<file path="config.mk">
export PLATFORM = sky130hd
export DESIGN_NAME = first_fit_block_allocator
export DESIGN_NICKNAME = d
export VERILOG_FILES = /design/src/rtl/ffba_pkg.sv /design/src/rtl/ffba_ram.sv /design/src/rtl/first_fit_block_allocator.sv
export SDC_FILE = /design/constraint.sdc
export NUM_CORES = 2
export LEC_CHECK = 0
export BUFFER_PORTS_ARGS = -buffer_cell sky130_fd_sc_hd__clkbuf_2
export CORE_MARGIN = 10
export CORE_UTILIZATION = 45
export CTS_BUF_LIST = sky130_fd_sc_hd__clkbuf_4 sky130_fd_sc_hd__clkbuf_8 sky130_fd_sc_hd__clkbuf_16
export DETAILED_ROUTE_END_ITERATION = 6
export RECOVER_POWER = 25
export SETUP_SLACK_MARGIN = 0.4
export SLEW_MARGIN = 0
export SYNTH_ARGS = -nofsm -noshare
export SYNTH_HDL_FRONTEND = slang
export SYNTH_SLANG_ARGS = --single-unit
</file>
<file path="constraint.sdc">
create_clock -name i_clk -period 10.9 [get_ports i_clk]
set_input_delay 1.09 -clock i_clk [delete_from_list [all_inputs] [get_ports i_clk]]
set_output_delay 1.09 -clock i_clk [all_outputs]
set_load 0.01 [all_outputs]
</file>
<file path="src/rtl/ffba_pkg.sv">
// ----------------------------------------------------------------------------
// ffba_pkg: shared types and constants of the first-fit block allocator
// Table geometry, field widths, request and status codes, table entry layout.
// ----------------------------------------------------------------------------
`default_nettype none

package ffba_pkg;

    localparam int MAX_BLOCKS   = 64;
    localparam int ADDR_W       = 20;
    localparam int SIZE_W       = 20;
    localparam int LIMIT_W      = ADDR_W + 1;
    localparam int IDX_W        = $clog2(MAX_BLOCKS);
    localparam int CNT_W        = $clog2(MAX_BLOCKS + 2);
    localparam int HEADER_BYTES = 24;

    typedef logic [ADDR_W:0]   t_daddr;   // start plus header, one carry bit
    typedef logic [ADDR_W+1:0] t_newtop;  // top plus header plus size
    typedef logic [LIMIT_W-1:0] t_limit;

    localparam t_daddr HDR_DADDR  = t_daddr'(HEADER_BYTES);
    localparam t_newtop HDR_NEWTOP = t_newtop'(HEADER_BYTES);
    localparam t_limit LIMIT_CAP  = t_limit'(1) << ADDR_W;
    localparam t_limit LIMIT_RST  = t_limit'(1) << ADDR_W;

    typedef enum logic [1:0] {
        KIND_ALLOC   = 2'd0,
        KIND_FREE    = 2'd1,
        KIND_REALLOC = 2'd2,
        KIND_IGNORE  = 2'd3
    } t_kind;

    typedef enum logic [1:0] {
        STAT_OK      = 2'd0,
        STAT_FAIL    = 2'd1,
        STAT_UNKNOWN = 2'd2
    } t_status;

    typedef enum logic [1:0] {
        ST_IDLE,
        ST_SCAN,
        ST_FREE_OLD,
        ST_FINISH
    } t_state;

    typedef enum logic {
        MODE_FIND,
        MODE_FIT
    } t_mode;

    typedef struct packed {
        logic [ADDR_W-1:0] start;
        logic [SIZE_W-1:0] size;
        logic              free;
    } t_entry;

    localparam int ENTRY_W = $bits(t_entry);

endpackage

`default_nettype wire

</file>
<file path="src/rtl/ffba_ram.sv">
// ----------------------------------------------------------------------------
// ffba_ram: generic single-port-write, single-port-read RAM
// One write and one registered read per cycle.
// ----------------------------------------------------------------------------
`default_nettype none

module ffba_ram #(
    parameter int WIDTH = 8,
    parameter int DEPTH = 16
) (
    input  wire logic                     i_clk,
    input  wire logic                     i_we,
    input  wire logic [$clog2(DEPTH)-1:0] i_waddr,
    input  wire logic [WIDTH-1:0]         i_wdata,
    input  wire logic [$clog2(DEPTH)-1:0] i_raddr,
    output logic      [WIDTH-1:0]         o_rdata
);

    logic [WIDTH-1:0] r_mem [DEPTH];

    always_ff @(posedge i_clk) begin
        if (i_we) begin
            r_mem[i_waddr] <= i_wdata;
        end
        o_rdata <= r_mem[i_raddr];
    end

endmodule

`default_nettype wire

</file>
<file path="src/rtl/first_fit_block_allocator.sv">
// ----------------------------------------------------------------------------
// first_fit_block_allocator: first-fit heap block table with a scan sequencer
//
// Request channel (i_valid/o_ready) carries one item: kind (allocate, free,
// reallocate), a payload size and a data address. Result channel
// (o_valid/i_ready) returns exactly one item per request: the data address,
// a status code, a moved flag and the byte count to copy.
// Configuration channel (i_cfg_valid/o_cfg_ready) writes heap_limit; it is
// always ready and should be used only while no request is in flight.
//
// Timing: the block table lives in a RAM with a registered read port, and one
// shared compare unit walks it one entry per cycle, pipelined with the read.
// A request runs one scan pass over the N blocks in the table, then the write
// and finish; a reallocate that must move runs two passes. Zero-size allocates,
// null frees and the ignored kind skip the scan and go straight to finish.
// One request is in work at a time, and o_ready is high only while the
// sequencer is idle.
// The result sits in an output register, so the next request may be accepted
// while the previous result is still stalled; a finished result then waits in
// the sequencer until the output register frees up.
// Reset: the table is empty, the heap top is zero and heap_limit is 2^20.
// Table contents are not cleared; only entries below the count are read.
// ----------------------------------------------------------------------------
`default_nettype none

module first_fit_block_allocator (
    input  wire logic                         i_clk,
    input  wire logic                         i_rst_n,
    // request channel
    input  wire logic                         i_valid,
    output logic                              o_ready,
    input  wire logic [1:0]                   i_kind,
    input  wire logic [ffba_pkg::SIZE_W-1:0]  i_size,
    input  wire logic [ffba_pkg::ADDR_W-1:0]  i_address,
    // result channel
    output logic                              o_valid,
    input  wire logic                         i_ready,
    output logic [ffba_pkg::ADDR_W-1:0]       o_address_res,
    output logic [1:0]                        o_status,
    output logic                              o_moved,
    output logic [ffba_pkg::SIZE_W-1:0]       o_copy_bytes,
    // configuration channel (heap_limit)
    input  wire logic                         i_cfg_valid,
    output logic                              o_cfg_ready,
    input  wire logic [ffba_pkg::LIMIT_W-1:0] i_cfg_data
);

    // sequencer and request
    ffba_pkg::t_state               r_state, n_state;
    ffba_pkg::t_mode                r_mode, n_mode;
    ffba_pkg::t_kind                r_kind, n_kind;
    logic [ffba_pkg::SIZE_W-1:0]    r_size, n_size;
    logic [ffba_pkg::ADDR_W-1:0]    r_addr, n_addr;
    logic                           r_move, n_move;

    // scan pipeline: r_idx is the address being read, r_cidx the one checked
    logic [ffba_pkg::CNT_W-1:0]     r_idx, n_idx;
    logic [ffba_pkg::IDX_W-1:0]     r_cidx, n_cidx;
    logic                           r_pend, n_pend;

    // old block of a moving reallocate
    logic [ffba_pkg::IDX_W-1:0]     r_old_idx, n_old_idx;
    ffba_pkg::t_entry               r_old_word, n_old_word;

    // heap state
    logic [ffba_pkg::CNT_W-1:0]     r_count, n_count;
    ffba_pkg::t_limit               r_top, n_top;
    ffba_pkg::t_limit               r_limit, n_limit;

    // result being built
    logic [ffba_pkg::ADDR_W-1:0]    r_res_addr, n_res_addr;
    ffba_pkg::t_status              r_res_status, n_res_status;
    logic                           r_res_moved, n_res_moved;
    logic [ffba_pkg::SIZE_W-1:0]    r_res_copy, n_res_copy;

    // output register
    logic                           r_out_valid, n_out_valid;
    logic [ffba_pkg::ADDR_W-1:0]    r_out_addr, n_out_addr;
    ffba_pkg::t_status              r_out_status, n_out_status;
    logic                           r_out_moved, n_out_moved;
    logic [ffba_pkg::SIZE_W-1:0]    r_out_copy, n_out_copy;

    // table RAM
    logic                           w_we;
    logic [ffba_pkg::IDX_W-1:0]     w_waddr;
    ffba_pkg::t_entry               w_wdata;
    ffba_pkg::t_entry               w_rdata;
    logic [ffba_pkg::ENTRY_W-1:0]   w_rdata_raw;

    // shared compare unit and append arithmetic
    ffba_pkg::t_daddr               w_daddr;
    logic                           w_hit;
    ffba_pkg::t_newtop              w_new_top;
    ffba_pkg::t_limit               w_eff_limit;
    logic                           w_can_append;
    logic                           w_accept;

    ffba_ram #(
        .WIDTH (ffba_pkg::ENTRY_W),
        .DEPTH (ffba_pkg::MAX_BLOCKS)
    ) u_table (
        .i_clk   (i_clk),
        .i_we    (w_we),
        .i_waddr (w_waddr),
        .i_wdata (w_wdata),
        .i_raddr (r_idx[ffba_pkg::IDX_W-1:0]),
        .o_rdata (w_rdata_raw)
    );

    assign w_rdata = ffba_pkg::t_entry'(w_rdata_raw);

    // Compare the checked entry: data address match or first fit.
    assign w_daddr = {1'b0, w_rdata.start} + ffba_pkg::HDR_DADDR;
    always_comb begin
        unique case (r_mode)
            ffba_pkg::MODE_FIND: w_hit = r_pend && (w_daddr == {1'b0, r_addr});
            ffba_pkg::MODE_FIT:  w_hit = r_pend && w_rdata.free && (w_rdata.size >= r_size);
            default:             w_hit = 1'b0;
        endcase
    end

    // Append check: room in the table and the new top within the limit.
    assign w_eff_limit  = (r_limit > ffba_pkg::LIMIT_CAP) ? ffba_pkg::LIMIT_CAP : r_limit;
    assign w_new_top    = {1'b0, r_top} + ffba_pkg::HDR_NEWTOP
                        + {{(ffba_pkg::LIMIT_W+1-ffba_pkg::SIZE_W){1'b0}}, r_size};
    assign w_can_append = (r_count < ffba_pkg::CNT_W'(ffba_pkg::MAX_BLOCKS))
                        && (w_new_top <= {1'b0, w_eff_limit});

    assign o_ready     = (r_state == ffba_pkg::ST_IDLE);
    assign w_accept    = i_valid && o_ready;
    assign o_cfg_ready = 1'b1;

    assign o_valid       = r_out_valid;
    assign o_address_res = r_out_addr;
    assign o_status      = r_out_status;
    assign o_moved       = r_out_moved;
    assign o_copy_bytes  = r_out_copy;

    always_ff @(posedge i_clk) begin
        if (!i_rst_n) begin
            r_state     <= ffba_pkg::ST_IDLE;
            r_count     <= '0;
            r_top       <= '0;
            r_limit     <= ffba_pkg::LIMIT_RST;
            r_out_valid <= 1'b0;
            r_pend      <= 1'b0;
        end else begin
            r_state     <= n_state;
            r_count     <= n_count;
            r_top       <= n_top;
            r_limit     <= n_limit;
            r_out_valid <= n_out_valid;
            r_pend      <= n_pend;
        end
        r_mode       <= n_mode;
        r_kind       <= n_kind;
        r_size       <= n_size;
        r_addr       <= n_addr;
        r_move       <= n_move;
        r_idx        <= n_idx;
        r_cidx       <= n_cidx;
        r_old_idx    <= n_old_idx;
        r_old_word   <= n_old_word;
        r_res_addr   <= n_res_addr;
        r_res_status <= n_res_status;
        r_res_moved  <= n_res_moved;
        r_res_copy   <= n_res_copy;
        r_out_addr   <= n_out_addr;
        r_out_status <= n_out_status;
        r_out_moved  <= n_out_moved;
        r_out_copy   <= n_out_copy;
    end

    always_comb begin
        n_state      = r_state;
        n_mode       = r_mode;
        n_kind       = r_kind;
        n_size       = r_size;
        n_addr       = r_addr;
        n_move       = r_move;
        n_idx        = r_idx;
        n_cidx       = r_cidx;
        n_pend       = 1'b0;
        n_old_idx    = r_old_idx;
        n_old_word   = r_old_word;
        n_count      = r_count;
        n_top        = r_top;
        n_limit      = r_limit;
        n_res_addr   = r_res_addr;
        n_res_status = r_res_status;
        n_res_moved  = r_res_moved;
        n_res_copy   = r_res_copy;
        n_out_valid  = r_out_valid && !i_ready;
        n_out_addr   = r_out_addr;
        n_out_status = r_out_status;
        n_out_moved  = r_out_moved;
        n_out_copy   = r_out_copy;
        w_we         = 1'b0;
        w_waddr      = r_cidx;
        w_wdata      = w_rdata;

        if (i_cfg_valid) begin
            n_limit = i_cfg_data;
        end

        unique case (r_state)
            ffba_pkg::ST_IDLE: begin
                if (w_accept) begin
                    n_kind       = ffba_pkg::t_kind'(i_kind);
                    n_size       = i_size;
                    n_addr       = i_address;
                    n_move       = 1'b0;
                    n_idx        = '0;
                    n_res_addr   = '0;
                    n_res_status = ffba_pkg::STAT_OK;
                    n_res_moved  = 1'b0;
                    n_res_copy   = '0;
                    n_state      = ffba_pkg::ST_FINISH;
                    unique case (ffba_pkg::t_kind'(i_kind))
                        ffba_pkg::KIND_ALLOC: begin
                            if (i_size == '0) begin
                                n_res_status = ffba_pkg::STAT_FAIL;
                            end else begin
                                n_mode  = ffba_pkg::MODE_FIT;
                                n_state = ffba_pkg::ST_SCAN;
                            end
                        end
                        ffba_pkg::KIND_FREE: begin
                            // null free is a no-op
                            if (i_address != '0) begin
                                n_mode  = ffba_pkg::MODE_FIND;
                                n_state = ffba_pkg::ST_SCAN;
                            end
                        end
                        ffba_pkg::KIND_REALLOC: begin
                            // null reallocate behaves as an allocate
                            if (i_address != '0) begin
                                n_mode  = ffba_pkg::MODE_FIND;
                                n_state = ffba_pkg::ST_SCAN;
                            end else if (i_size == '0) begin
                                n_res_status = ffba_pkg::STAT_FAIL;
                            end else begin
                                n_mode  = ffba_pkg::MODE_FIT;
                                n_state = ffba_pkg::ST_SCAN;
                            end
                        end
                        default: begin
                            // ignored kind: all-zero result
                        end
                    endcase
                end
            end

            ffba_pkg::ST_SCAN: begin
                // advance the read one entry; the checked entry trails by one
                n_pend = (r_idx < r_count);
                n_cidx = r_idx[ffba_pkg::IDX_W-1:0];
                n_idx  = r_idx + 1'b1;

                priority if (w_hit && r_mode == ffba_pkg::MODE_FIND) begin
                    n_old_idx  = r_cidx;
                    n_old_word = w_rdata;
                    n_pend     = 1'b0;
                    if (r_kind == ffba_pkg::KIND_FREE) begin
                        w_we          = 1'b1;
                        w_waddr       = r_cidx;
                        w_wdata       = w_rdata;
                        w_wdata.free  = 1'b1;
                        n_state       = ffba_pkg::ST_FINISH;
                    end else if (w_rdata.size >= r_size) begin
                        // large enough: keep the block in place
                        n_res_addr = r_addr;
                        n_state    = ffba_pkg::ST_FINISH;
                    end else begin
                        // restart the walk as a first-fit search
                        n_mode = ffba_pkg::MODE_FIT;
                        n_move = 1'b1;
                        n_idx  = '0;
                    end
                end else if (w_hit) begin
                    // first fit: take the whole block, never split
                    w_we         = 1'b1;
                    w_waddr      = r_cidx;
                    w_wdata      = w_rdata;
                    w_wdata.free = 1'b0;
                    n_res_addr   = w_daddr[ffba_pkg::ADDR_W-1:0];
                    n_pend       = 1'b0;
                    n_state      = r_move ? ffba_pkg::ST_FREE_OLD : ffba_pkg::ST_FINISH;
                end else if (!r_pend && r_idx >= r_count) begin
                    n_state = ffba_pkg::ST_FINISH;
                    if (r_mode == ffba_pkg::MODE_FIND) begin
                        n_res_status = ffba_pkg::STAT_UNKNOWN;
                    end else if (w_can_append) begin
                        // append a new block at the heap top
                        w_we          = 1'b1;
                        w_waddr       = r_count[ffba_pkg::IDX_W-1:0];
                        w_wdata.start = r_top[ffba_pkg::ADDR_W-1:0];
                        w_wdata.size  = r_size;
                        w_wdata.free  = 1'b0;
                        n_count       = r_count + 1'b1;
                        n_top         = w_new_top[ffba_pkg::LIMIT_W-1:0];
                        n_res_addr    = r_top[ffba_pkg::ADDR_W-1:0]
                                      + ffba_pkg::HDR_DADDR[ffba_pkg::ADDR_W-1:0];
                        if (r_move) begin
                            n_state = ffba_pkg::ST_FREE_OLD;
                        end
                    end else begin
                        // no room: fail and keep any old block
                        n_res_status = ffba_pkg::STAT_FAIL;
                    end
                end else begin
                    // keep walking
                end
            end

            ffba_pkg::ST_FREE_OLD: begin
                w_we         = 1'b1;
                w_waddr      = r_old_idx;
                w_wdata      = r_old_word;
                w_wdata.free = 1'b1;
                n_res_moved  = 1'b1;
                n_res_copy   = r_old_word.size;
                n_state      = ffba_pkg::ST_FINISH;
            end

            ffba_pkg::ST_FINISH: begin
                // hold the result until the output register frees up
                if (!r_out_valid || i_ready) begin
                    n_out_valid  = 1'b1;
                    n_out_addr   = r_res_addr;
                    n_out_status = r_res_status;
                    n_out_moved  = r_res_moved;
                    n_out_copy   = r_res_copy;
                    n_state      = ffba_pkg::ST_IDLE;
                end
            end

            default: begin
                n_state = ffba_pkg::ST_IDLE;
            end
        endcase
    end

endmodule

`default_nettype wire

</file>
Yosys cells after proc, flatten, opt, wreduce, memory -nomap -nowiden

Memories as Yosys holds them, arrays and structs flattened. A register that Yosys moved wholly into a read port is not among the register bits.
Index checks and enable logic that the tools add are counted.

Register bits after elaboration: 242
Memory bits (writable): 2624
Input bits: 68
Output and inout bits: 46
Word-level logic and storage cells: 174
Memories kept: 1

Memory list:

| memory        | depth | bits a word | read ports | clocked after memory_dff | write ports | line           | RTL |
|---|---|---|---|---|---|---|---|
| u_table.r_mem | 64    | 41          | 1          | 1                        | 1           | ffba_ram.sv:19 | `logic [WIDTH-1:0] r_mem [DEPTH];` |

$add $sub $neg: 6
Magnitude comparators: 6
Equal/unequal tests: 24
Mux-type cells: 78
Bitwise gates (word level): 5
Reductions and logical operators: 30

Operator list:

| operator                                                         | number |
|---|---|
| 41-bit two-way mux                                               | 5 |
| 20-bit two-way mux                                               | 8 |
| 41-bit case mux with 2 select lines                              | 1 |
| 20-bit case mux with 2 select lines                              | 2 |
| 2-bit two-way mux                                                | 16 |
| 6-bit two-way mux                                                | 5 |
| 7-bit two-way mux                                                | 4 |
| 1-bit two-way mux                                                | 24 |
| 21-bit by 5-bit adder with 22-bit output (second input constant) | 1 |
| 22-bit by 20-bit adder with 22-bit output                        | 1 |
| 22-bit by 21-bit <= comparator with 1-bit output                 | 1 |
| 20-bit by 5-bit adder with 21-bit output (second input constant) | 1 |
| 21-bit by 20-bit equality test with 1-bit output                 | 1 |
| 21-bit > comparator (second input constant)                      | 1 |
| 21-bit two-way mux                                               | 1 |
| 20-bit by 5-bit adder with 20-bit output (second input constant) | 1 |
| 20-bit >= comparator                                             | 1 |
| 20-bit logical NOT                                               | 1 |
| 20-bit nonzero test                                              | 1 |
| 4-bit != test (second input constant)                            | 4 |
| 7-bit by 1-bit adder with 7-bit output (second input constant)   | 2 |
| 2-bit != test (second input constant)                            | 7 |
| 7-bit case mux with 2 select lines                               | 1 |
| 7-bit AND reduction                                              | 2 |
| 25 further kinds                                                 | 57 |

Longest topological paths before layout

Depth after elaboration: 12
Depth in mapped cells: 24

Modules after synthesis

A second synthesis with hierarchy kept.

Cells, all modules: 5453
Area total of the unflattened synthesis: 114091.9 µm²

By module, submodules not included:

| module                    | instances | cells an instance | area each (µm²) | sequential area each (µm²) |
|---|---|---|---|---|
| ffba_ram                  | 1         | 4216              | 100405.0        | 79616.4 |
| first_fit_block_allocator | 1         | 1237              | 13686.9         | 6736.5 |

Least setup slack after synthesis

No wires, ideal clock.

Kind: register to register
From: register r_size[1] in the netlist's numbering
To: memory u_table.r_mem[45][0] in the netlist's numbering, enable pin
Setup time: 0.542 ns
Arrival time: 9.110 ns
Data required time: 10.358 ns
Slack: 1.248 ns
Cell stages (with the launch flop): 24
Path buffers: 2
Path through: edfxtp_1 > ha_1 > ha_1 > fa_1 > a211oi_1 > o21ai_1 > a21oi_1 > o211ai_1 > a21oi_1 > o21bai_1 > a21oi_1 > xnor2_1 > ha_1 > a21o_1 > a21oi_1 > o221ai_1 > a221o_1 > a311o_1 > buf_2 > o31ai_2 > o22a_1 > nand2_1 > buf_2 > nor4_1

Longest elaborated chain between the ends: 11

RTL lines:

| element                                              | line                             | RTL |
|---|---|---|
| start, declared                                      | first_fit_block_allocator.sv:52  | `logic [ffba_pkg::SIZE_W-1:0] r_size, n_size;` |
| start signal, assigned                               | first_fit_block_allocator.sv:157 | `r_size <= n_size;` |
| 22-bit by 20-bit adder with 22-bit output (*)        | first_fit_block_allocator.sv:125 | `+ {{(ffba_pkg::LIMIT_W+1-ffba_pkg::SIZE_W){1'b0}}, r_size};` |
| named net w_new_top[19]                              | first_fit_block_allocator.sv:93  | `ffba_pkg::t_newtop w_new_top;` |
| 22-bit by 21-bit <= comparator with 1-bit output (*) | first_fit_block_allocator.sv:127 | `&& (w_new_top <= {1'b0, w_eff_limit});` |
| 1-bit logical AND (*)                                | first_fit_block_allocator.sv:127 |  |
| 1-bit two-way mux                                    | first_fit_block_allocator.sv:293 | `end else if (w_can_append) begin` |
| 1-bit two-way mux                                    | first_fit_block_allocator.sv:291 | `if (r_mode == ffba_pkg::MODE_FIND) begin` |
| 1-bit two-way mux                                    | first_fit_block_allocator.sv:289 | `end else if (!r_pend && r_idx >= r_count) begin` |
| 1-bit two-way mux                                    | first_fit_block_allocator.sv:280 | `end else if (w_hit) begin` |
| 1-bit two-way mux                                    | first_fit_block_allocator.sv:260 | `priority if (w_hit && r_mode == ffba_pkg::MODE_FIND) begin` |
| 1-bit case mux with 2 select lines                   | first_fit_block_allocator.sv:206 | `unique case (r_state)` |
| 1-bit two-way mux                                    | ffba_ram.sv:22                   | `if (i_we) begin` |
| 1-bit two-way mux (implied by the code)              | ffba_ram.sv:23                   | `r_mem[i_waddr] <= i_wdata;` |
| end, declared                                        | ffba_ram.sv:19                   |  |

The timed path passes the listed nets; every way through them passes the cells marked *.

==> reports/metrics.csv <==
stage;metric;value;unit
clocking;cts_tree;yes;
timing;drv_slew;1220;
critical_path;rrSetupSlack;1210;ps
power_and_ir_drop;peakVddDrop;0.4102;mV
die;core;0.2514;sq mm
layout;drive_gt1_frac;0.2867;
synthesis;postSynthAreaPerCell;22.29;sq um
synthesis;yosysSeqAreaShare;0.7595;
critical_path;setup.worst_path.start;r_idx[2]$_SDFFCE_PN0P_;
critical_path;path_buf_inv;2;
clocking;clk_pin_slew;70;ps
critical_path;cp.required;11650;ps
global_route;met2_usage;0.3305;
placement;placedCellCount;8459;
global_route;grt_pass1_vias;54170;
timing;rsz0062_at_grt;false;
timing;tns;0;ps
placement;dpl_cell_area;0.1197;sq mm
drt;viasPerCell;6.024;
global_route;use_met3;0.03826;
critical_path;cp.depth;4;
layout;instances_no_fill;8998;
synthesis;yosysUniqueCellTypes;85;
critical_path;start_kind;flip-flop;
synthesis;synth_cells;5101;
die;rows;184;
synthesis;synth_nets;5270;
clocking;cts_buffer_depth;4;
timing;hold_viol_final;0;
clocking;ctsHoldBuffers;0;
timing;setup_violations;0;
timing;slew_headroom;-4.953;
clocking;clock_sinks;2907;
power_and_ir_drop;power.density;299.7;mW/mm^2
layout;final_nets;5593;
clocking;post_cts_buffers;0;
global_route;track_usage;0.2116;
drt;drc;0;
drt;wl;291600;um
drt;firstDrtPassIters;5;
die;start_util;0.4523;
placement;hpwl;176600;um
synthesis;synth_ff_type;edfxtp_1;
status;status;finished with violations;
die;die_w;522.7;um
critical_path;worstSetupEndpoint;u_table.o_rdata[33]$_DFF_P_;
timing;finalCritPeriodShare;0.8891;
placement;place.gp.congestion;0.8676;
clocking;cts-root-buf;clkbuf_16;
critical_path;r2r_end;u_table.o_rdata[33]$_DFF_P_;
critical_path;cp_common_cell;mux4_2;
critical_path;crit_slowest_cell;clkbuf_1;
critical_path;cp_top_family;buffers and inverters;
power_and_ir_drop;leakage;40.31;nW
placement;port_buffers;112;
run;maxCapViolCount;21;
die;die_area;0.2732;sq mm
timing;tightest_slew;8929;ps
critical_path;cp-end-kind;flip-flop;
drt;drt_iter0_drc;6326;
synthesis;synth_edf_count;2813;
drt;num_vias;54200;
synthesis;syn_area;0.1137;sq mm
critical_path;cp_max_fo;105;
drt;wire_per_inst;32.40;um
critical_path;critPathKind;reg -> reg;
synthesis;yosysTopAreaCell;edfxtp_1;
synthesis;yosysMostFrequentCell;edfxtp_1;
layout;nFillCells;19600;
timing;whs;392.3;ps
worst_hold_path;hp-class;in -> reg;
critical_path;cpPeakStageDelay;6270;ps
die;io_pins;114;
global_route;grt_util_met1;0.3100;
global_route;busiest_layer;met2;
drt;ant_nets;0;
layout;finalInstanceArea;0.1291;sq mm
timing;fin_crit;9692;ps
synthesis;synthTopCellsByArea;edfxtp_1, mux4_2, dfxtp_1;
synthesis;async_flop_share;0;
global_route;grt_antenna_before_repair;25;
critical_path;crit_chain;clkbuf_2 > clkbuf_1 > mux4_2 > mux4_2;
timing;skew;91.54;ps
global_route;grt_max_degree;134;
synthesis;synthTopCellsByCount;edfxtp_1, mux4_2, nand2_1;
layout;area_growth;13.51;%
clocking;worstSkewPairLatency;940;ps
timing;fmax;0.1032;GHz
synthesis;synth_top_area_frac;0.7429;
critical_path;rr_worst_depth;4;
clocking;numCtsBuffers;311;
die;die_h;522.7;um
clocking;cts_resized;0;
synthesis;yosysWarningCount;0;
critical_path;r2r_start;r_idx[2]$_SDFFCE_PN0P_;
global_route;grt_overflow;0;
synthesis;synth_seq_cells;2907;
status;violations;capacitance limit, slew limit;
global_route;grt_pass1_wl;416500;um
clocking;cts_max_level;5;
critical_path;cp_data_arrival_time;10450;ps
## cell families after synthesis
group / after synthesis / share of synthesized area
AOI/OAI and AO/OA: 320 / 0.01815
and+or+nand+nor: 500 / 0.02176
adders and majority gates: 101 / 0.01118
muxes: 887 / 0.1729
DFF: 2907 / 0.7595
xor gates and xnor gates: 71 / 0.005832
other: 1 / 0.00003298
buffers and inverters: 314 / 0.01072
## worst min-delay path by stage
stage | startpoint | endpoint | slack [ps] | cells after the start
3_5_place_dp | r_res_copy[12]$_SDFFCE_PN0P_ | o_copy_bytes[12]$_DFFE_PP_ | 400 | 0
2_1_floorplan | r_res_addr[0]$_SDFFCE_PN0P_ | o_address_res[0]$_DFFE_PP_ | 400 | 0
3_3_place_gp | r_res_copy[15]$_SDFFCE_PN0P_ | o_copy_bytes[15]$_DFFE_PP_ | 400 | 0
6_report | i_size[19] | r_size[19]$_DFFE_PP_ | 390 | 1
4_1_cts | i_size[19] | r_size[19]$_DFFE_PP_ | 310 | 1
5_1_grt | i_size[19] | r_size[19]$_DFFE_PP_ | 370 | 1
## worst reg2reg max path: cells and delay by family, from the launching register on
kind                   cells  cell delay, ps
buffers and inverters      2            7120
flip-flops                 1             310
multiplexers               2            2110
## sequential cells by signal, summed over array words and instances, names as in the netlist, 7 cells and up
name / cells
r_size: 20
r_res_addr: 20
r_addr: 20
r_old_word: 40
r_res_copy: 20
r_idx: 7
r_count: 7
r_top: 21
o_address_res: 20
o_copy_bytes: 20
u_table.r_mem: 2624
r_limit: 21
u_table.o_rdata: 41
## where the power goes
group	switching, mW	leakage (nW)	internal (mW)	total, mW
sequential	0.391	26.3	15.9	16.2
combinational	8.38	9.08	3.90	12.3
clock	4.16	4.89	6.00	10.2
## cell type report
| cell class | instances | area, sq um | area share |
|---|---|---|---|
| tap | 3348 | 4189 | 0.03246 |
| inverter | 58 | 220.2 | 0.001706 |
| multi-input combinational | 1880 | 26990 | 0.2091 |
| clock inverter | 136 | 1174 | 0.009093 |
| timing repair buffer | 266 | 1560 | 0.01209 |
| antenna | 9 | 22.52 | 0.0001745 |
| sequential | 2907 | 86350 | 0.6691 |
| clock buffer | 394 | 8556 | 0.06629 |
## routing by layer
layer	part of all wire	vias to the layer above	wire, um
met1	0.43	29300	123900
met5	0.00023	-	66
met2	0.47	2163	137800
met4	0.028	10	8053
li1	-	22270	-
met3	0.074	458	21680
## through the flow
step | power, mW | setup slack, ps | utilization
3_5_place_dp | 28.73 | 2271 | 0.4759
3_3_place_gp | 28.52 | 2205 | 0.4759
5_1_grt | 40.04 | 910.1 | 0.5133
4_1_cts | 38.82 | 2293 | 0.5146
2_1_floorplan | 23.23 | 1248 | -
6_report | 38.68 | 1208 | 0.5134
## cell usage in the layout (no fill, tap or decap), drive strengths merged, types with 4 or more instances in the layout
cell type	instances
a311oi	4
xnor2	48
nor2b	12
and3	18
a21o	29
buf	123
and4	4
or2	6
and2	23
nor4	26
nand2	169
clkbuf	537
o31ai	6
o21a	8
edfxtp	2813
a21oi	102
a22oi	20
nor3	26
nand4	22
dfxtp	94
nand2b	4
o21ai	63
xor2	20
ha	100
diode	9
o211ai	23
inv	62
mux2i	25
or4	8
or3	9
nand3	38
nor2	120
o22ai	11
a211oi	15
nand3b	7
mux4	861
clkinv	109
nand4b	5
bufinv	20
Power figures use the tool's default switching activity.
